**src/rtl/irs_pkg.sv**
```systemverilog
package irs_pkg;

  // command codes
  localparam logic CMD_STORE = 1'b0;
  localparam logic CMD_READ  = 1'b1;

  // filter modes
  localparam logic MODE_NEAREST  = 1'b0;
  localparam logic MODE_BILINEAR = 1'b1;

  // register indexes
  localparam logic [2:0] REG_SOURCE_WIDTH  = 3'd0;
  localparam logic [2:0] REG_SOURCE_HEIGHT = 3'd1;
  localparam logic [2:0] REG_STEP_X        = 3'd2;
  localparam logic [2:0] REG_STEP_Y        = 3'd3;
  localparam logic [2:0] REG_FILTER_MODE   = 3'd4;

  // fixed point
  localparam int          FRAC_BITS = 17;
  localparam logic [17:0] ONE_Q17   = 18'd131072;
  localparam int          ROUND_POS = 33;
  localparam int          SUM_SHIFT = 34;

  // result queue
  localparam int OUT_DEPTH = 16;
  localparam int OUT_PTR_W = 4;
  localparam int OUT_CNT_W = 5;

  typedef struct packed {
    logic       command;
    logic [9:0] column;
    logic [9:0] row;
    logic [1:0] channel;
    logic [7:0] pixel_in;
  } irs_in_t;

  typedef struct packed {
    logic [7:0] pixel_out;
    logic       status;
  } irs_out_t;

  typedef struct packed {
    logic [2:0]  index;
    logic [23:0] data;
  } irs_cfg_t;

  typedef struct packed {
    logic [7:0]  source_width;
    logic [7:0]  source_height;
    logic [23:0] step_x;
    logic [23:0] step_y;
    logic        filter_mode;
  } irs_regs_t;

  typedef struct packed {
    logic        store;
    logic        bad;
    logic        bilinear;
    logic [9:0]  x0;
    logic [9:0]  x1;
    logic [9:0]  y0;
    logic [9:0]  y1;
    logic [1:0]  ch;
    logic [16:0] ax;
    logic [16:0] ay;
    logic [7:0]  pix;
  } irs_item_t;

  typedef struct packed {
    logic        valid;
    logic        direct;
    logic        store;
    logic        status;
    logic [1:0]  k;
    logic [16:0] ax;
    logic [16:0] ay;
  } irs_tag_t;

  // clamp a signed coordinate to [0, lim-1]
  function automatic logic [9:0] clamp_coord(logic signed [19:0] v, logic [10:0] lim);
    logic signed [20:0] hi;
    logic [10:0]        lm1;
    hi  = $signed({10'd0, lim}) - 21'sd1;
    lm1 = lim - 11'd1;
    if (v < 20'sd0) begin
      return 10'd0;
    end else if ($signed({v[19], v}) > hi) begin
      return lm1[9:0];
    end
    return v[9:0];
  endfunction

endpackage

```
**src/rtl/irs_blend.sv**
```systemverilog
module irs_blend #(
  parameter int PW = 8
) (
  input  logic              clk,
  input  logic              rst,
  input  irs_pkg::irs_tag_t tag,
  input  logic [PW-1:0]     rdata,
  output logic              res_valid,
  output irs_pkg::irs_out_t res
);

  localparam int P1_W = PW + 18;
  localparam int P3_W = PW + 36;
  localparam int RND_W = P3_W - irs_pkg::SUM_SHIFT;
  localparam logic [PW-1:0] PMAX = {PW{1'b1}};

  irs_pkg::irs_tag_t t0, t1, t2, t3;
  logic [PW-1:0]   val0;
  logic [17:0]     wx, wy;
  logic [P1_W-1:0] p1, rowacc, row2;
  logic [P3_W-1:0] p3, acc, sum;
  logic [RND_W-1:0] rnd;
  logic [PW-1:0]   sat;

  always_comb begin
    val0 = t0.store ? '0 : rdata;
    wx = t0.k[0] ? {1'b0, t0.ax} : (irs_pkg::ONE_Q17 - {1'b0, t0.ax});
    wy = t2.k[1] ? {1'b0, t2.ay} : (irs_pkg::ONE_Q17 - {1'b0, t2.ay});
    sum = acc + p3 + (P3_W'(1) << irs_pkg::ROUND_POS);
    rnd = sum[P3_W-1:irs_pkg::SUM_SHIFT];
    sat = (rnd > RND_W'(PMAX)) ? PMAX : rnd[PW-1:0];
  end

  always_ff @(posedge clk) begin
    if (rst) begin
      t0.valid <= 1'b0;
      t1.valid <= 1'b0;
      t2.valid <= 1'b0;
      t3.valid <= 1'b0;
      res_valid <= 1'b0;
    end else begin
      t0.valid <= tag.valid;
      t1.valid <= t0.valid;
      t2.valid <= t1.valid && (t1.direct || t1.k[0]);
      t3.valid <= t2.valid;
      res_valid <= t3.valid && (t3.direct || t3.k[1]);
    end
    {t0.direct, t0.store, t0.status, t0.k, t0.ax, t0.ay} <=
      {tag.direct, tag.store, tag.status, tag.k, tag.ax, tag.ay};
    {t1.direct, t1.store, t1.status, t1.k, t1.ax, t1.ay} <=
      {t0.direct, t0.store, t0.status, t0.k, t0.ax, t0.ay};
    {t2.direct, t2.store, t2.status, t2.k, t2.ax, t2.ay} <=
      {t1.direct, t1.store, t1.status, t1.k, t1.ax, t1.ay};
    {t3.direct, t3.store, t3.status, t3.k, t3.ax, t3.ay} <=
      {t2.direct, t2.store, t2.status, t2.k, t2.ax, t2.ay};

    // horizontal weight
    p1 <= t0.direct ? P1_W'(val0) : P1_W'(val0) * P1_W'(wx);
    // pair up the two samples of a row
    if (t1.valid && !t1.direct && !t1.k[0]) rowacc <= p1;
    row2 <= t1.direct ? p1 : rowacc + p1;
    // vertical weight
    p3 <= t2.direct ? P3_W'(row2) : P3_W'(row2) * P3_W'(wy);
    if (t3.valid && !t3.direct && !t3.k[1]) acc <= p3;
    res.pixel_out <= t3.direct ? p3[7:0] : sat[7:0];
    res.status <= t3.status;
  end

endmodule

```
**config.mk**
```make
export PLATFORM = sky130hd
export DESIGN_NAME = irs_blend
export DESIGN_NICKNAME = d
export VERILOG_FILES = /design/src/rtl/irs_pkg.sv /design/src/rtl/irs_blend.sv
export SDC_FILE = /design/constraint.sdc
export NUM_CORES = 2
export LEC_CHECK = 0
export ABC_CLOCK_PERIOD_IN_PS = 13300
export BUFFER_PORTS_ARGS = -buffer_cell sky130_fd_sc_hd__buf_4
export CORE_ASPECT_RATIO = 0.8
export CORE_MARGIN = 5
export CORE_UTILIZATION = 25
export CTS_CLUSTER_DIAMETER = 200
export DETAILED_ROUTE_END_ITERATION = 12
export PLACE_DENSITY = 0.48
export SYNTH_ARGS = -nofsm -noshare
export SYNTH_HDL_FRONTEND = slang
export SYNTH_SLANG_ARGS = --single-unit
```
**constraint.sdc**
```tcl
create_clock -name clk -period 13.3 [get_ports clk]
set_input_delay 0.665 -clock clk [delete_from_list [all_inputs] [get_ports clk]]
set_output_delay 0.665 -clock clk [all_outputs]
set_load 0.1 [all_outputs]
```
# Yosys cells after proc, flatten, opt, wreduce, memory -nomap -nowiden
# Cells that the tools add are included.
# op_classes
add_sub_neg	5
n_reduce_logical	12
mux	8
order_cmp	1
multipliers	2
# ops
operator	n
$mux 26	2
$add 44x34->44 const B	1
$add 44x44->44	1
$mul 26x18->44	1
$mux 18	2
$sub 18x17->18 const A	2
$mux 8	4
$add 26x26->26	1
$mul 8x18->26	1
$gt 10x8->1 const B	1
$logic_and 1x1->1	6
$logic_not 1->1	4
$logic_or 1x1->1	2
# totals
out_inout_bits	10
inputBits	50
reg_bits	265
word_cells	59

# Longest topological paths before layout
# depth
ltp_word	5
depth_mapped	32

# Worst setup path after synthesis
# No wires, ideal clock.
# synth_path
kind	register -> register
from	register t2[0] (netlist name)
to	register p3[40]
path_stages_with_launch	31
setup_time_ns	0.128
arrival_time_ns	7.416
path_slack_ns	5.757
t_required_ns	13.172
path_cell_list	dfxtp_1 > clkbuf_1 > clkbuf_1 > inv_1 > ha_1 > nor3b_1 > a21oi_1 > xor2_1 > clkbuf_1 > nand2_1 > fa_1 > inv_1 > fa_1 > inv_1 > fa_1 > inv_1 > fa_1 > fa_1 > inv_1 > fa_1 > inv_1 > ha_1 > a21o_1 > and2_1 > o21a_1 > a311o_1 > a221oi_2 > o21bai_1 > a221oi_1 > xor2_1 > nor2_1
# synth_via
elab_chain_len	3
# synth_rtl
item	line_no	rtl
from (decl)	irs_blend.sv:17	irs_pkg::irs_tag_t t0, t1, t2, t3;
$sub 18x17->18	irs_blend.sv:28	wy = t2.k[1] ? {1'b0, t2.ay} : (irs_pkg::ONE_Q17 - {1'b0, t2.ay});
$mux 18 (*)	irs_blend.sv:28	
$mul 26x18->44 (*)	irs_blend.sv:63	p3 <= t2.direct ? P3_W'(row2) : P3_W'(row2) * P3_W'(wy);
to (signal assigned)	irs_blend.sv:63	
to (decl)	irs_blend.sv:21	logic [P3_W-1:0] p3, acc, sum;
# Every way passes the cells marked *; elsewhere a longest branch is shown, timed or not.
# A chain may end at the register's enable or synchronous reset.

# Final worst setup path
# layout_path
from	register t2[4] (netlist name)
to	register p3[37]
# Same word-level chain as after synthesis.

==> flow_metrics.env <==
export IMPL_outcome="complete, no violations"
export IMPL_num_vias=21500
export IMPL_antenna_found_initial=2
export IMPL_grt_pass1_vias=22900
export IMPL_viasPerCell=4.34
export IMPL_io_buffer_count=59
export IMPL_synthMuxAreaShare_pct=0.510
export IMPL_grt_pass1_wl_um=129000
export IMPL_slew_headroom_pct=18.7
export IMPL_setup_viol=0
export IMPL_clock_latency_ns=0.57
export IMPL_netlist_area_um2=30100
export IMPL_finalNetCount=4107
export IMPL_area_delta_synth_final_pct=11.8
export IMPL_post_cts_resized=0
export IMPL_synthFlopType="dfxtp_1"
export IMPL_gr_total_overflow=0
export IMPL_final_cell_mix="627 x inv_1, 509 x nand2_1, 481 x fa_1"
export IMPL_grt_max_degree=64
export IMPL_clock_sinks=263
export IMPL_synth_compound_area_share_pct=8.35
export IMPL_io_pins=60
export IMPL_rows=114
export IMPL_drive_gt1_share_pct=5.80
export IMPL_critPathRequiredTime_ns=13.70
export IMPL_clk_pin_slew_worst_paths_ns=0.06
export IMPL_cts_buffers=34
export IMPL_drtAntennaViolNets=0
export IMPL_post_drt_wl_per_cell_um=15.9
export IMPL_max_freq_mhz=113
export IMPL_dieArea_um2=128000
export IMPL_min_from="tag[7]"
export IMPL_worstReg2RegStart="t2[4]"
export IMPL_nFillCells=12800
export IMPL_synthArstFlopShare_pct=0
export IMPL_final_common_cell="inv_1"
export IMPL_drt_total_wl_um=78800
export IMPL_synthCells=3300
export IMPL_cts_tree="done"
export IMPL_end_kind="flip-flop"
export IMPL_dpl_hpwl_um=61200
export IMPL_postCtsHoldBufs=0
export IMPL_hp_class="primary input to flip-flop"
export IMPL_dieHeight_um=321
export IMPL_clock_skew_ns=0.0396
export IMPL_ys_types=66
export IMPL_finalMaxSlewViolations=0
export IMPL_cts_post_setup_buffers_inserted=0
export IMPL_synth_xor_area_share_pct=3.83
export IMPL_tns_ns=0
export IMPL_rsz0062_at_grt="false"
export IMPL_initial_core_util_pct=25.1
export IMPL_dr_first_iter_drc_count=1245
export IMPL_synth_seq_cells=263
export IMPL_coreArea_um2=120000
export IMPL_track_usage_pct=12.7
export IMPL_synth_edf_count=70
export IMPL_synth_nets=4105
export IMPL_synth_top_family_by_area="adder cells"
export IMPL_hold_viol=0
export IMPL_die_width_um=398
export IMPL_finalWeightedCongestion=0.830
export IMPL_synth_simple_gate_area_share_pct=14.8
export IMPL_setup_worst_path_start_class="flip-flop"
export IMPL_drc_errors=0
export IMPL_worst_pin_slew_ns=1.22
export IMPL_root_buffer="clkbuf_16"
export IMPL_syn_avg_cell_area_um2=9.14
export IMPL_clk_path_buf_depth=3
export IMPL_drt_pass1_iter_count=5
export IMPL_critPathLaunch="t2[4]"
export IMPL_crit_type="flip-flop to flip-flop"
export IMPL_diodes=0
export IMPL_yosys_warnings=0
export IMPL_seq_area_frac_synth_pct=19.8
export IMPL_crit_arrival_ns=9.25
export IMPL_htreeDepth=2
export IMPL_worstPathMaxFanout=26
export IMPL_maxCapViolations=0
export IMPL_period_minus_slack_ns=8.85
export IMPL_final_period_utilization_pct=66.5
export IMPL_synth_fa_ha_area_share_pct=43.3
==> cell usage after synthesis (53+ instances only) <==
| cell type | instances | area (µm²) |
|---|---|---|
| nor2_1 | 150 | 563 |
| fa_1 | 481 | 9630 |
| nand2_1 | 509 | 1910 |
| inv_1 | 627 | 2350 |
| clkbuf_1 | 112 | 420 |
| xor2_1 | 79 | 692 |
| xnor2_1 | 53 | 464 |
| and2_1 | 159 | 995 |
| dfxtp_1 | 193 | 3860 |
| a21o_1 | 58 | 435 |
| edfxtp_1 | 70 | 2100 |
| a21oi_1 | 121 | 606 |
| ha_1 | 274 | 3430 |
| o21ai_0 | 104 | 521 |
==> cell families (layout without fill, tap and decap cells) <==
| kind of cell | Yosys count | count (layout) |
|---|---|---|
| AOI/OAI and AO/OA | 401 | 401 |
| xor gates and xnor gates | 132 | 132 |
| adders and majority gates | 755 | 755 |
| buffers and inverters | 757 | 785 |
| DFF | 263 | 263 |
| muxes | 14 | 14 |
| and+or+nand+nor | 978 | 978 |
==> stage by stage <==
step,area (µm²),util [%],cells,hold WS (ns),worst slack (ns)
after global routing,33700,28.0,4952,0.147,3.96
after floorplan,30100,-,3300,0.310,5.76
after CTS,33700,28.0,4952,0.138,4.54
final,33700,28.0,4952,0.194,4.45
after detailed placement,32600,27.1,4890,0.312,4.59
after global placement,32600,27.1,4890,0.311,4.71
==> registers in the layout, indices dropped and copies added (netlist names) <==
signal	cells
rowacc	26
t1	22
t0	40
t3	4
p3	44
acc	44
t2	21
row2	26
res	9
res_valid	1
p1	26
==> cell type report <==
type / instances / area (µm²) / share of cell area (%)
Clock buffer: 45 / 933 / 2.77
Inverter: 627 / 2350 / 6.98
Sequential cell: 263 / 5970 / 17.7
Tap cell: 1624 / 2030 / 6.03
Multi-Input combinational cell: 2280 / 21500 / 63.9
Timing Repair Buffer: 96 / 721 / 2.14
Clock inverter: 17 / 173 / 0.512
==> worst paths after layout <==
check / to / depth (start not counted) / slack, ns
max reg2reg: p3[37] / 26 / 4.45
min reg2reg: res[0] / 0 / 0.32
max: p3[37] / 26 / 4.45
min: t0[7] / 1 / 0.19
==> critical path, stage by stage, from the launching register on <==
cell,delay (ns)
dfxtp_1,0.36
or3_1,0.43
nor4_1,0.50
a21oi_1,0.27
xor2_4,0.80
nand2_1,0.18
fa_1,0.56
inv_1,0.05
fa_1,0.47
inv_1,0.05
fa_1,0.49
inv_1,0.05
fa_1,0.49
fa_1,0.49
inv_1,0.05
fa_1,0.47
inv_1,0.04
ha_1,0.36
a211oi_1,0.30
nand2_1,0.08
o21ai_0,0.51
a31oi_1,0.26
o21ai_0,0.65
o21ai_0,0.29
a31oi_1,0.25
xor2_1,0.16
nor2_1,0.05
==> per-layer routing <==
metal | GRT usage [%] | share of wire (%) | vias up
met5 | 0 | 0 | -
met4 | 2.99 | 2.2 | 0
met3 | 2.72 | 6.1 | 89
met2 | 19.6 | 43 | 459
met1 | 18.1 | 49 | 10700
li1 | - | - | 10200
Power is left out: the tool's default activity adds up to more than one toggle a clock period on the data nets, which glitch-free logic cannot reach.
