### src/rtl/irs_pkg.sv
package irs_pkg;

  // command codes
  localparam logic CMD_STORE = 1'b0;
  localparam logic CMD_READ  = 1'b1;

  // filter modes
  localparam logic MODE_NEAREST  = 1'b0;
  localparam logic MODE_BILINEAR = 1'b1;

  // register indexes
  localparam logic [2:0] REG_SOURCE_WIDTH  = 3'd0;
  localparam logic [2:0] REG_SOURCE_HEIGHT = 3'd1;
  localparam logic [2:0] REG_STEP_X        = 3'd2;
  localparam logic [2:0] REG_STEP_Y        = 3'd3;
  localparam logic [2:0] REG_FILTER_MODE   = 3'd4;

  // fixed point
  localparam int          FRAC_BITS = 17;
  localparam logic [17:0] ONE_Q17   = 18'd131072;
  localparam int          ROUND_POS = 33;
  localparam int          SUM_SHIFT = 34;

  // result queue
  localparam int OUT_DEPTH = 16;
  localparam int OUT_PTR_W = 4;
  localparam int OUT_CNT_W = 5;

  typedef struct packed {
    logic       command;
    logic [9:0] column;
    logic [9:0] row;
    logic [1:0] channel;
    logic [7:0] pixel_in;
  } irs_in_t;

  typedef struct packed {
    logic [7:0] pixel_out;
    logic       status;
  } irs_out_t;

  typedef struct packed {
    logic [2:0]  index;
    logic [23:0] data;
  } irs_cfg_t;

  typedef struct packed {
    logic [7:0]  source_width;
    logic [7:0]  source_height;
    logic [23:0] step_x;
    logic [23:0] step_y;
    logic        filter_mode;
  } irs_regs_t;

  typedef struct packed {
    logic        store;
    logic        bad;
    logic        bilinear;
    logic [9:0]  x0;
    logic [9:0]  x1;
    logic [9:0]  y0;
    logic [9:0]  y1;
    logic [1:0]  ch;
    logic [16:0] ax;
    logic [16:0] ay;
    logic [7:0]  pix;
  } irs_item_t;

  typedef struct packed {
    logic        valid;
    logic        direct;
    logic        store;
    logic        status;
    logic [1:0]  k;
    logic [16:0] ax;
    logic [16:0] ay;
  } irs_tag_t;

  // clamp a signed coordinate to [0, lim-1]
  function automatic logic [9:0] clamp_coord(logic signed [19:0] v, logic [10:0] lim);
    logic signed [20:0] hi;
    logic [10:0]        lm1;
    hi  = $signed({10'd0, lim}) - 21'sd1;
    lm1 = lim - 11'd1;
    if (v < 20'sd0) begin
      return 10'd0;
    end else if ($signed({v[19], v}) > hi) begin
      return lm1[9:0];
    end
    return v[9:0];
  endfunction

endpackage

### src/rtl/irs_seq.sv
module irs_seq #(
  parameter int MAX_WIDTH = 128,
  parameter int CHANNELS = 4,
  parameter int ADDR_W = 16,
  parameter int PW = 8
) (
  input  logic               clk,
  input  logic               rst,
  input  logic               item_valid,
  input  irs_pkg::irs_item_t item,
  input  logic               credit_ok,
  output logic               take,
  output logic               mem_en,
  output logic               mem_we,
  output logic [ADDR_W-1:0]  mem_addr,
  output logic [PW-1:0]      mem_wdata,
  output irs_pkg::irs_tag_t  tag
);

  logic               active;
  logic [1:0]         k;
  irs_pkg::irs_item_t itm;
  logic               last_beat;
  logic [9:0]         bx, by;

  assign last_beat = itm.store || !itm.bilinear || (k == 2'd3);
  assign take = item_valid && credit_ok && (!active || last_beat);

  always_comb begin
    bx = k[0] ? itm.x1 : itm.x0;
    by = k[1] ? itm.y1 : itm.y0;
    mem_addr  = ADDR_W'((32'(by) * 32'(MAX_WIDTH) + 32'(bx)) * 32'(CHANNELS) + 32'(itm.ch));
    mem_en    = active && !(itm.store && itm.bad);
    mem_we    = itm.store;
    mem_wdata = PW'(itm.pix);
    tag.valid  = active;
    tag.direct = itm.store || !itm.bilinear;
    tag.store  = itm.store;
    tag.status = itm.store && itm.bad;
    tag.k      = k;
    tag.ax     = itm.ax;
    tag.ay     = itm.ay;
  end

  always_ff @(posedge clk) begin
    if (rst) begin
      active <= 1'b0;
      k <= 2'd0;
    end else if (take) begin
      active <= 1'b1;
      k <= 2'd0;
    end else if (active && last_beat) begin
      active <= 1'b0;
    end else if (active) begin
      k <= k + 2'd1;
    end
    if (take) itm <= item;
  end

endmodule

### config.mk
export PLATFORM = sky130hd
export DESIGN_NAME = irs_seq
export DESIGN_NICKNAME = d
export VERILOG_FILES = /design/src/rtl/irs_pkg.sv /design/src/rtl/irs_seq.sv
export SDC_FILE = /design/constraint.sdc
export NUM_CORES = 1
export LEC_CHECK = 0
export BUFFER_PORTS_ARGS = -buffer_cell sky130_fd_sc_hd__buf_2
export CORE_MARGIN = 10
export CORE_UTILIZATION = 50
export CTS_CLUSTER_DIAMETER = 30
export DETAILED_ROUTE_END_ITERATION = 10
export PLACE_DENSITY = 0.83
export SYNTH_ARGS = -nofsm -noshare
export SYNTH_HDL_FRONTEND = slang
export SYNTH_SLANG_ARGS = --single-unit
export TNS_END_PERCENT = 20
### constraint.sdc
create_clock -name clk -period 9.4 [get_ports clk]
set_clock_uncertainty 0.1 [all_clocks]
set_input_delay 1.88 -clock clk [delete_from_list [all_inputs] [get_ports clk]]
set_output_delay 1.88 -clock clk [all_outputs]
set_load 0.01 [all_outputs]
Yosys cells after proc, flatten, opt, wreduce, memory -nomap -nowiden
Cells that the tools add are included.
{"block": "word_totals", "register_bits": 84, "latchBits": 0, "ramBits": 0, "romBits": 0, "input_bits": 91, "out_inout_bits": 67, "elab_cells": 36, "memories": 0}
{"block": "op_classes", "addsub": 3, "mul": 0, "div": 0, "magnitude_cmp": 0, "eq_ne": 1, "n_shift": 0, "muxes": 4, "n_bitwise": 1, "reduce_logical": 14}
{"op": "16-bit by 2-bit adder with 16-bit output", "count": 1}
{"op": "14-bit by 10-bit adder with 14-bit output", "count": 1}
{"op": "10-bit two-way mux", "count": 1}
{"op": "7-bit two-way mux", "count": 1}
{"op": "1-bit logical AND", "count": 5}
{"op": "1-bit logical NOT", "count": 3}
{"op": "1-bit logical OR", "count": 3}
{"op": "2-bit by 1-bit adder with 2-bit output (second input constant)", "count": 1}
{"op": "2-bit equality test (second input constant)", "count": 1}
{"op": "1-bit two-way mux", "count": 2}
{"op": "2-bit AND reduction", "count": 1}
{"op": "2-bit nonzero test", "count": 1}
{"op": "2-bit OR reduction", "count": 1}
{"op": "1-bit NOT", "count": 1}

Longest topological paths before layout
Gate-level depths: netlist of run 1.
{"block": "depth", "word_depth": 6, "depth_mapped": 8}

Least setup slack after synthesis of run 1
OpenSTA, ideal clock, no wires.
{"block": "synth_path", "path_type": "in2out", "from": "in item_valid", "to": "out take", "arrival_ns": 5.456, "required_ns": 7.420, "setup_slack_ns": 1.964, "stages": 2, "cell_sequence": "nand2_1 nor2_1"}
{"block": "synth_via", "elab_chain_cells": 2}
{"item": "from (decl)", "line": "irs_seq.sv:9", "rtl": "input logic item_valid,"}
{"item": "1-bit logical AND (2 in a row)", "line": "irs_seq.sv:27", "rtl": "assign take = item_valid && credit_ok && (!active || last_beat);"}
{"item": "to (decl)", "line": "irs_seq.sv:12", "rtl": "output logic take,"}
Every way passes these cells.

Final worst setup path of run 1
Ends and elaborated chain as after synthesis.

==> run_results.csv, run 1 <==
group,metric,value,unit
outcome,run_status,"complete, no violations",
synthesis,yosys_register_bits,84,
floorplanning,height_of_the_die,102,um
pwr,power.static_leakage,1.66,nW
synthesis,post_synth_and_or_nand_nor_area_fraction,3.01,%
floorplanning,floorplan.initialDensity,51.9,%
floorplanning,std_cell_rows,29,
clocking,cts_root_buffer,"sky130_fd_sc_hd__clkbuf_8",
setup_path,timing_worst_setup_path_type,"input pin to output port",
sta,finalSetupViolations,0,
global_routing,antenna_found_initial,0,
drt,drtIter0Drc,63,
pwr,int_power,0.578,mW
synthesis,syn_avg_cell_area,17.8,sq um
drt,met3RoutedLength,851,um
drt,postRouteAntennaNets,0,
synthesis,post_synth_main_area_contributors,"sky130_fd_sc_hd__edfxtp_1 (73%), sky130_fd_sc_hd__buf_4 (10%), sky130_fd_sc_hd__mux2_2 (4.1%)",
floorplanning,design.die.area,0.0103,sq mm
synthesis,synth.lib_cells_used.distinct,26,
place,preCtsSetupSlack,4.56,ns
place,hpwl,5.25,mm
finish,diodes,0,
drt,drc_errors,0,
setup_path,critPathLaunchType,"input pin",
clocking,tritoncts_clock_tree,"yes",
pwr,clock_power_share,32.8,%
setup_path,critPathArrivalTime,2.85,ns
synthesis,post_synth_instance_area,0.00333,sq mm
global_routing,grt-ovfl-total,0,
clocking,cts_resized,0,
floorplanning,io_pins,158,
pwr,worst_ir_drop_vdd,107,uV
sta,fmax,0.207,GHz
setup_path,critPathRequiredTime,7.42,ns
finish,layout.nets,399,
finish,proportion_of_layout_cells_with_a_drive_suffix_above_1,59.7,%
sta,worst_slew_margin_rel,54.8,%
sta,timing.final.ws_setup,4.57,ns
place,numPortBuffers,151,
drt,routed_via_density,4.74,
finish,final_util,62.7,%
setup_path,path_max_fanout,40,
finish,final_cell_mix,"sky130_fd_sc_hd__buf_2 (151), sky130_fd_sc_hd__edfxtp_1 (81), sky130_fd_sc_hd__mux2_2 (12)",
synthesis,synth-warning-count,0,
flow_run,drv.max_cap_violation_count,0,
setup_path,r2r_slack,6.53,ns
synthesis,synth-compound-area-share,1.58,%
synthesis,main_combinational_cell_family_by_area_after_synthesis,"buffers and inverters",
floorplanning,fp.dieW,102,um
drt,routed_wl,6.69,mm
clocking,tritoncts.num_buffers,9,
pwr,power.combinational.fraction,8.0,%
clocking,htree_num_levels,3,
clocking,postCtsSetupRepairBufs,0,
global_routing,total_global_route_track_usage,13.0,%
synthesis,synth_largest_type_area_fraction,73.0,%
finish,mostFrequentLayoutCell,"sky130_fd_sc_hd__buf_2",
sta,period_minus_slack,4.83,ns
sta,tightest_slew,0.677,ns
clocking,ctsHoldBuffers,0,
pwr,seqPwrFrac,59.2,%
worst_hold_path,hp-class,"flip-flop to flip-flop",
drt,met2RoutedLength,3.47,mm
finish,layout.cell_area.non_filler,0.00403,sq mm
synthesis,synth.mux.area_fraction,5.86,%
pwr,sw_frac_of_total,20.9,%
sta,period_share,51.3,%
synthesis,adder_cell_area_share_of_the_yosys_netlist,2.10,%
sta,setup_repair_after_global_routing_missed_its_margin,"no",
floorplanning,design.core.area,0.00642,sq mm
finish,synthToLayoutAreaGrowth,20.9,%
drt,routedLengthMet1,2.31,mm
drt,top_layer,"met4",
clocking,cts_max_path_bufs,2,
sta,hold_fails_final_rpt,0,
global_routing,grt_start_max_net_pins,44,
pwr,total_power,0.731,mW
synthesis,synth_top_area_cell,"sky130_fd_sc_hd__edfxtp_1",
sta,final-max-slew-violation-count,0,
synthesis,synth.yosys.seq_area_share,74.8,%
synthesis,synthCells,187,
pwr,netSwitchingPower,0.152,mW
clocking,cts.sinks,84,
clocking,cts.reportedPaths.clkPinSlew,0.07,ns
place,global_placer_s_final_weighted_congestion,0.754,
drt,drt-pass1-iter-count,4,
drt,via_count,1825,
synthesis,post_synth_xor_area_fraction,1.31,%
pwr,cellPowerDensity,181,mW/mm^2
global_routing,grt_first_pass_wirelength,10.1,mm
place,placed_cell_area,0.00384,sq mm
setup_path,end_kind,"output port",
sta,timing.setup.tns,0,ns
drt,drt-wirelength-per-cell,17.4,um
clocking,worst_skew_pair.late_latency,0.34,ns
synthesis,postSynthNetCount,283,
global_routing,grt_pass1_vias,2030,
## layout make-up
type                    instances  area [sq um]
inverters                       4          15.0
well taps                      77          96.3
flip-flops and latches         84          2490
fillers                       497          2390
clock inverters                 5          52.6
repair buffers                153           771
clock buffers                  11           131
multi-input cells              51           469
## critical path: stages
cell and delay, ns:
sky130_fd_sc_hd__buf_2 0.09, sky130_fd_sc_hd__nand2_1 0.12, sky130_fd_sc_hd__nor2_4 0.10, sky130_fd_sc_hd__buf_4 0.41
sky130_fd_sc_hd__buf_2 0.23
## synthesized netlist by cell type
cell type / instances
sky130_fd_sc_hd__and3_2: 1
sky130_fd_sc_hd__buf_2: 1
sky130_fd_sc_hd__nand3_1: 1
sky130_fd_sc_hd__edfxtp_1: 81
sky130_fd_sc_hd__nand3b_1: 2
sky130_fd_sc_hd__and3b_2: 1
sky130_fd_sc_hd__and2_1: 1
sky130_fd_sc_hd__a211oi_2: 1
sky130_fd_sc_hd__nand2_1: 3
sky130_fd_sc_hd__buf_6: 1
sky130_fd_sc_hd__o21ai_0: 1
sky130_fd_sc_hd__fa_1: 1
sky130_fd_sc_hd__xor2_1: 2
sky130_fd_sc_hd__ha_1: 4
sky130_fd_sc_hd__o221ai_2: 1
sky130_fd_sc_hd__dfxtp_1: 3
sky130_fd_sc_hd__nor2_1: 2
sky130_fd_sc_hd__nor2b_1: 2
sky130_fd_sc_hd__and4bb_2: 1
sky130_fd_sc_hd__inv_1: 4
sky130_fd_sc_hd__a21oi_1: 4
sky130_fd_sc_hd__nand2b_1: 2
sky130_fd_sc_hd__mux2_2: 12
sky130_fd_sc_hd__mux2i_1: 6
sky130_fd_sc_hd__xnor2_1: 3
sky130_fd_sc_hd__buf_4: 46
## registers in the layout (all words and copies together), names as in the netlist
register,count
tag,34
mem_wdata,8
active,1
itm,38
mem_we,1
k,2
## per-layer routing
metal / vias to the layer above / track usage [%]
met4: 0 / 5.61
met5: - / 0
met1: 863 / 12.1
met3: 4 / 8.30
li1: 866 / -
met2: 92 / 22.2
## per-stage QoR
stage          cells  hold WS (ns)
2_1_floorplan    187         0.525
3_3_place_gp     369         0.641
3_5_place_dp     369         0.661
4_1_cts          385         0.673
5_1_grt          385         0.727
6_report         385         0.658
## power groups by stage
stage | combinational, mW | sequential (mW) | clock [mW]
after floorplan | 0.0342 | 0.442 | 0
after global placement | 0.0576 | 0.441 | 0
after detailed placement | 0.0596 | 0.441 | 0
after CTS | 0.0598 | 0.433 | 0.247
after global routing | 0.0645 | 0.434 | 0.262
final | 0.0582 | 0.433 | 0.240
## final timing paths
path                   start      end  depth (start not counted)
hold / removal          k[1]     k[1]                          2
hold reg to reg         k[1]     k[1]                          2
setup / recovery  item_valid     take                          5
setup reg to reg        k[0]  itm[76]                          5
## kinds of logic (layout without fill, tap and decap cells)
family	after synthesis	after routing
AO/OA/AOI/OAI	7	7
XOR/XNOR	5	5
adder cells (fa/ha/maj)	5	5
buffers and inverters	52	173
flip-flops	84	84
multiplexers	18	18
AND/OR/NAND/NOR	16	16
Note: power is estimated with default switching activity, not from simulation.
==> run 2: changes to the inputs <==
Settings changed: CORE_UTILIZATION 50 to 46, PLACE_DENSITY 0.83 to 0.77.
Clock period 9.4 ns to 4.9 ns, I/O delays scaled along.
==> run_results.csv, run 2 (same netlist as run 1, synthesis figures left out) <==
group,metric,value,unit
outcome,run_status,"complete, no violations",
setup_path,worstRegToRegCells,5,
clocking,cts.reportedPaths.clkPinSlew,0.07,ns
setup_path,path_max_fanout,14,
global_routing,antenna_found_initial,0,
floorplanning,floorplan.initialDensity,48.2,%
clocking,cts_resized,0,
finish,multi_input_gate_area_in_the_final_layout,469,sq um
sta,setup_repair_after_global_routing_missed_its_margin,"no",
global_routing,total_global_route_track_usage,12.6,%
place,hpwl,5.56,mm
sta,timing.setup.tns,0,ns
clocking,ctsHoldBuffers,0,
finish,regMostFlops,"itm",
sta,final-max-slew-violation-count,0,
drt,routed_via_density,4.51,
finish,final_cell_mix,"sky130_fd_sc_hd__buf_2 (151), sky130_fd_sc_hd__edfxtp_1 (81), sky130_fd_sc_hd__mux2_2 (12)",
floorplanning,io_pins,158,
place,preCtsSetupSlack,1.45,ns
drt,routed_wl,6.98,mm
drt,postRouteAntennaNets,0,
worst_hold_path,hold_path_cell_cnt,2,
finish,largest_register_ffs,38,
sta,period_minus_slack,3.76,ns
clocking,tritoncts_clock_tree,"yes",
clocking,postCtsSetupRepairBufs,0,
sta,worst_slew_margin_rel,56.6,%
floorplanning,design.core.area,0.00691,sq mm
sta,tightest_slew,0.650,ns
drt,drt-wirelength-per-cell,17.3,um
setup_path,critPathArrivalTime,2.68,ns
pwr,worst_ir_drop_vdd,215,uV
drt,drc_errors,0,
place,global_placer_s_final_weighted_congestion,0.688,
clocking,cts_root_buffer,"sky130_fd_sc_hd__clkbuf_8",
clocking,tritoncts.num_buffers,9,
finish,nFillCells,599,
finish,synthToLayoutAreaGrowth,22.4,%
place,numPortBuffers,151,
flow_run,drv.max_cap_violation_count,0,
global_routing,grt-ovfl-total,0,
worst_hold_path,hp-class,"flip-flop to flip-flop",
drt,drtIter0Drc,48,
global_routing,grt_pass1_vias,2086,
setup_path,critPathLaunchType,"flip-flop",
floorplanning,height_of_the_die,105,um
sta,finalSetupViolations,0,
finish,proportion_of_layout_cells_with_a_drive_suffix_above_1,59.7,%
floorplanning,std_cell_rows,30,
global_routing,grt_first_pass_wirelength,10.8,mm
setup_path,critPathRequiredTime,3.82,ns
global_routing,grt_start_max_net_pins,42,
clocking,htree_num_levels,3,
sta,hold_fails_final_rpt,0,
finish,mostFrequentLayoutCell,"sky130_fd_sc_hd__buf_2",
setup_path,timing_worst_setup_path_type,"flip-flop to output port",
finish,diodes,0,
drt,drt-pass1-iter-count,4,
setup_path,r2r_slack,1.96,ns
finish,register_area,0.00249,sq mm
clocking,cts.sinks,84,
sta,period_share,76.8,%
pwr,cellPowerDensity,356,mW/mm^2
floorplanning,design.die.area,0.0110,sq mm
clocking,cts_max_path_bufs,2,
drt,via_count,1821,
clocking,worst_skew_pair.late_latency,0.33,ns
floorplanning,fp.dieW,105,um
setup_path,end_kind,"output port",
sta,fmax,0.266,GHz
pwr,power.static_leakage,1.67,nW
sta,timing.final.ws_setup,1.14,ns
finish,layout.nets,399,
[run 2: cell type report]
type	instances	share of cell area, %
clock buffers	11	3.22
clock inverters	5	1.87
inverters	4	0.368
multi-input cells	51	11.5
flip-flops and latches	84	61.2
well taps	96	2.95
repair buffers	153	18.9
[run 2: worst paths after layout]
kind / startpoint / to
hold reg to reg: k[1] / k[1]
hold / removal: k[1] / k[1]
setup / recovery: k[0] / mem_addr[13]
setup reg to reg: k[0] / itm[78]
[run 2: power breakdown]
group / leakage [nW] / total, mW / internal, mW / switching [mW]
clock network: 0.101 / 0.508 / 0.285 / 0.223
registers: 0.784 / 0.830 / 0.822 / 0.00787
logic: 0.783 / 0.113 / 0.0535 / 0.0595
total: 1.67 / 1.45 / 1.16 / 0.290
[run 2: stage by stage]
stage	hold WS [ns]	util, %	cells	cell area, sq um	power (mW)
2_1_floorplan	0.525	-	187	3330	0.912
3_3_place_gp	0.645	56.0	388	3870	0.957
3_5_place_dp	0.684	56.0	388	3870	0.963
4_1_cts	0.689	59.0	404	4080	1.47
5_1_grt	0.682	59.0	404	4080	1.52
6_report	0.685	59.0	404	4080	1.45
[run 2: critical path: stages (launching register included)]
cell and delay (ns):
sky130_fd_sc_hd__dfxtp_1 0.74, sky130_fd_sc_hd__mux2_2 0.28, sky130_fd_sc_hd__ha_1 0.16, sky130_fd_sc_hd__inv_1 0.06
sky130_fd_sc_hd__fa_1 0.40, sky130_fd_sc_hd__nor2b_1 0.25, sky130_fd_sc_hd__o21ai_0 0.14, sky130_fd_sc_hd__xor2_1 0.16
sky130_fd_sc_hd__buf_2 0.15
[run 2: per-layer routing]
metal | wire (um) | track usage (%) | vias to the layer above
met1 | 2410 | 11.3 | 845
li1 | - | - | 864
met3 | 881 | 8.35 | 12
met5 | 0 | 0 | -
met4 | 123 | 5.98 | 0
met2 | 3560 | 21.6 | 100
==> run 3: changes to the inputs <==
Settings changed: CORE_UTILIZATION 46 to 42, PLACE_DENSITY 0.77 to 0.74.
Clock period 4.9 ns to 3.4 ns, I/O delays scaled along.
==> run_results.csv, run 3 (same netlist as run 1, synthesis figures left out) <==
group,metric,value,unit
outcome,run_status,"complete, no violations",
drt,routed_via_density,4.44,
sta,period_minus_slack,3.12,ns
drt,met3RoutedLength,937,um
setup_path,critical_path_buf_inv_count,3,
global_routing,grt-ovfl-total,0,
flow_run,drv.max_cap_violation_count,0,
floorplanning,design.die.area,0.0119,sq mm
drt,drc_errors,0,
finish,final_cell_mix,"sky130_fd_sc_hd__buf_2 (151), sky130_fd_sc_hd__edfxtp_1 (81), sky130_fd_sc_hd__mux2_2 (12)",
global_routing,total_global_route_track_usage,11.7,%
finish,synthToLayoutAreaGrowth,23.1,%
drt,routedLengthMet1,2.48,mm
drt,drtIter0Drc,76,
global_routing,grt_start_max_net_pins,39,
floorplanning,io_pins,158,
global_routing,antenna_found_initial,0,
clocking,cts_max_path_bufs,2,
global_routing,grt_pass1_vias,2053,
setup_path,crit_path_cell_trace,"buf_4 -> mux2i_1 -> inv_1 -> ha_1 -> nand3_1 -> a211oi_2 -> xnor2_1 -> buf_2",
sta,fmax,0.320,GHz
setup_path,path_max_fanout,8,
clocking,cts_root_buffer,"sky130_fd_sc_hd__clkbuf_8",
floorplanning,design.core.area,0.00773,sq mm
finish,layout.nets,402,
pwr,worst_ir_drop_vdd,286,uV
clocking,cts.sinks,84,
clocking,tritoncts.num_buffers,9,
clocking,worst_skew_pair.late_latency,0.35,ns
place,hpwl,5.49,mm
clocking,ctsHoldBuffers,0,
sta,hold_fails_final_rpt,0,
setup_path,timing_worst_setup_path_type,"flip-flop to output port",
finish,mostFrequentLayoutCell,"sky130_fd_sc_hd__buf_2",
drt,drt-wirelength-per-cell,16.8,um
finish,nFillCells,667,
pwr,int_power,1.68,mW
pwr,power.static_leakage,1.68,nW
sta,setup_repair_after_global_routing_missed_its_margin,"no",
finish,final_util,53.1,%
finish,largest_register_ffs,38,
worst_hold_path,timing.hold.worst.start,"item[10]",
setup_path,critPathMaxStageDelay,0.48,ns
sta,finalSetupViolations,0,
pwr,netSwitchingPower,0.421,mW
setup_path,critPathLaunchType,"flip-flop",
setup_path,end_kind,"output port",
setup_path,rr_startpoint,"k[0]",
pwr,clock_power_share,35.2,%
place,global_placer_s_final_weighted_congestion,0.721,
sta,tightest_slew,0.465,ns
sta,worst_slew_margin_rel,69.0,%
global_routing,grt_first_pass_wirelength,10.5,mm
setup_path,timing.critical_path.max_delay_family,"flip-flops",
setup_path,critPathRequiredTime,2.62,ns
sta,period_share,91.9,%
drt,met2RoutedLength,3.40,mm
clocking,tritoncts_clock_tree,"yes",
worst_hold_path,hp-class,"input pin to flip-flop",
pwr,cellPowerDensity,512,mW/mm^2
floorplanning,floorplan.initialDensity,43.1,%
drt,drt-pass1-iter-count,3,
clocking,htree_num_levels,3,
floorplanning,std_cell_rows,32,
pwr,seqPwrFrac,57.0,%
finish,diodes,0,
setup_path,crit_path_start,"k[1]",
place,preCtsSetupSlack,0.603,ns
finish,multi_input_gate_area_in_the_final_layout,469,sq um
setup_path,critPathArrivalTime,2.34,ns
pwr,sw_frac_of_total,20.1,%
pwr,total_power,2.10,mW
floorplanning,fp.dieW,109,um
sta,timing.final.ws_setup,0.277,ns
sta,timing.setup.tns,0,ns
clocking,cts_resized,0,
drt,via_count,1835,
place,numPortBuffers,151,
setup_path,cp_slowest_cell,"sky130_fd_sc_hd__dfxtp_1",
clocking,cts.reportedPaths.clkPinSlew,0.08,ns
drt,top_layer,"met4",
finish,regMostFlops,"itm",
floorplanning,height_of_the_die,109,um
pwr,power.combinational.fraction,7.8,%
clocking,postCtsSetupRepairBufs,0,
sta,final-max-slew-violation-count,0,
finish,proportion_of_layout_cells_with_a_drive_suffix_above_1,59.8,%
finish,register_area,0.00249,sq mm
drt,routed_wl,6.94,mm
drt,postRouteAntennaNets,0,
run 3: per-layer routing:
metal / vias up / global-route usage [%]
met5: - / 0
met4: 0 / 5.37
li1: 873 / -
met1: 853 / 11.3
met3: 13 / 7.61
met2: 96 / 19.2
run 3: final timing paths:
check / slack, ns / endpoint / cells after the start
max: 0.28 / mem_addr[14] / 8
min: 0.40 / tag[2] / 1
max reg2reg: 1.16 / itm[54] / 5
min reg2reg: 0.51 / k[1] / 2
run 3: power groups by stage:
stage          registers, mW  clock network [mW]  logic [mW]
5_1_grt                 1.20               0.802       0.182
3_5_place_dp            1.22                   0       0.169
6_report                1.20               0.739       0.164
2_1_floorplan           1.22                   0      0.0954
4_1_cts                 1.20               0.763       0.169
3_3_place_gp            1.22                   0       0.164
run 3: through the flow:
step                      instances  cell area, sq um  hold slack (ns)
final                           413              4100            0.397
after global routing            413              4100            0.376
after CTS                       413              4100            0.376
after detailed placement        397              3900            0.512
after global placement          397              3900            0.488
after floorplan                 187              3340            0.525
run 3: final cells by class:
cell class	count	share of cell area [%]
Inverter	4	0.366
Sequential cell	84	60.8
Clock buffer	13	3.39
Multi-Input combinational cell	51	11.4
Tap cell	102	3.11
Timing Repair Buffer	156	19.3
Clock inverter	3	1.59
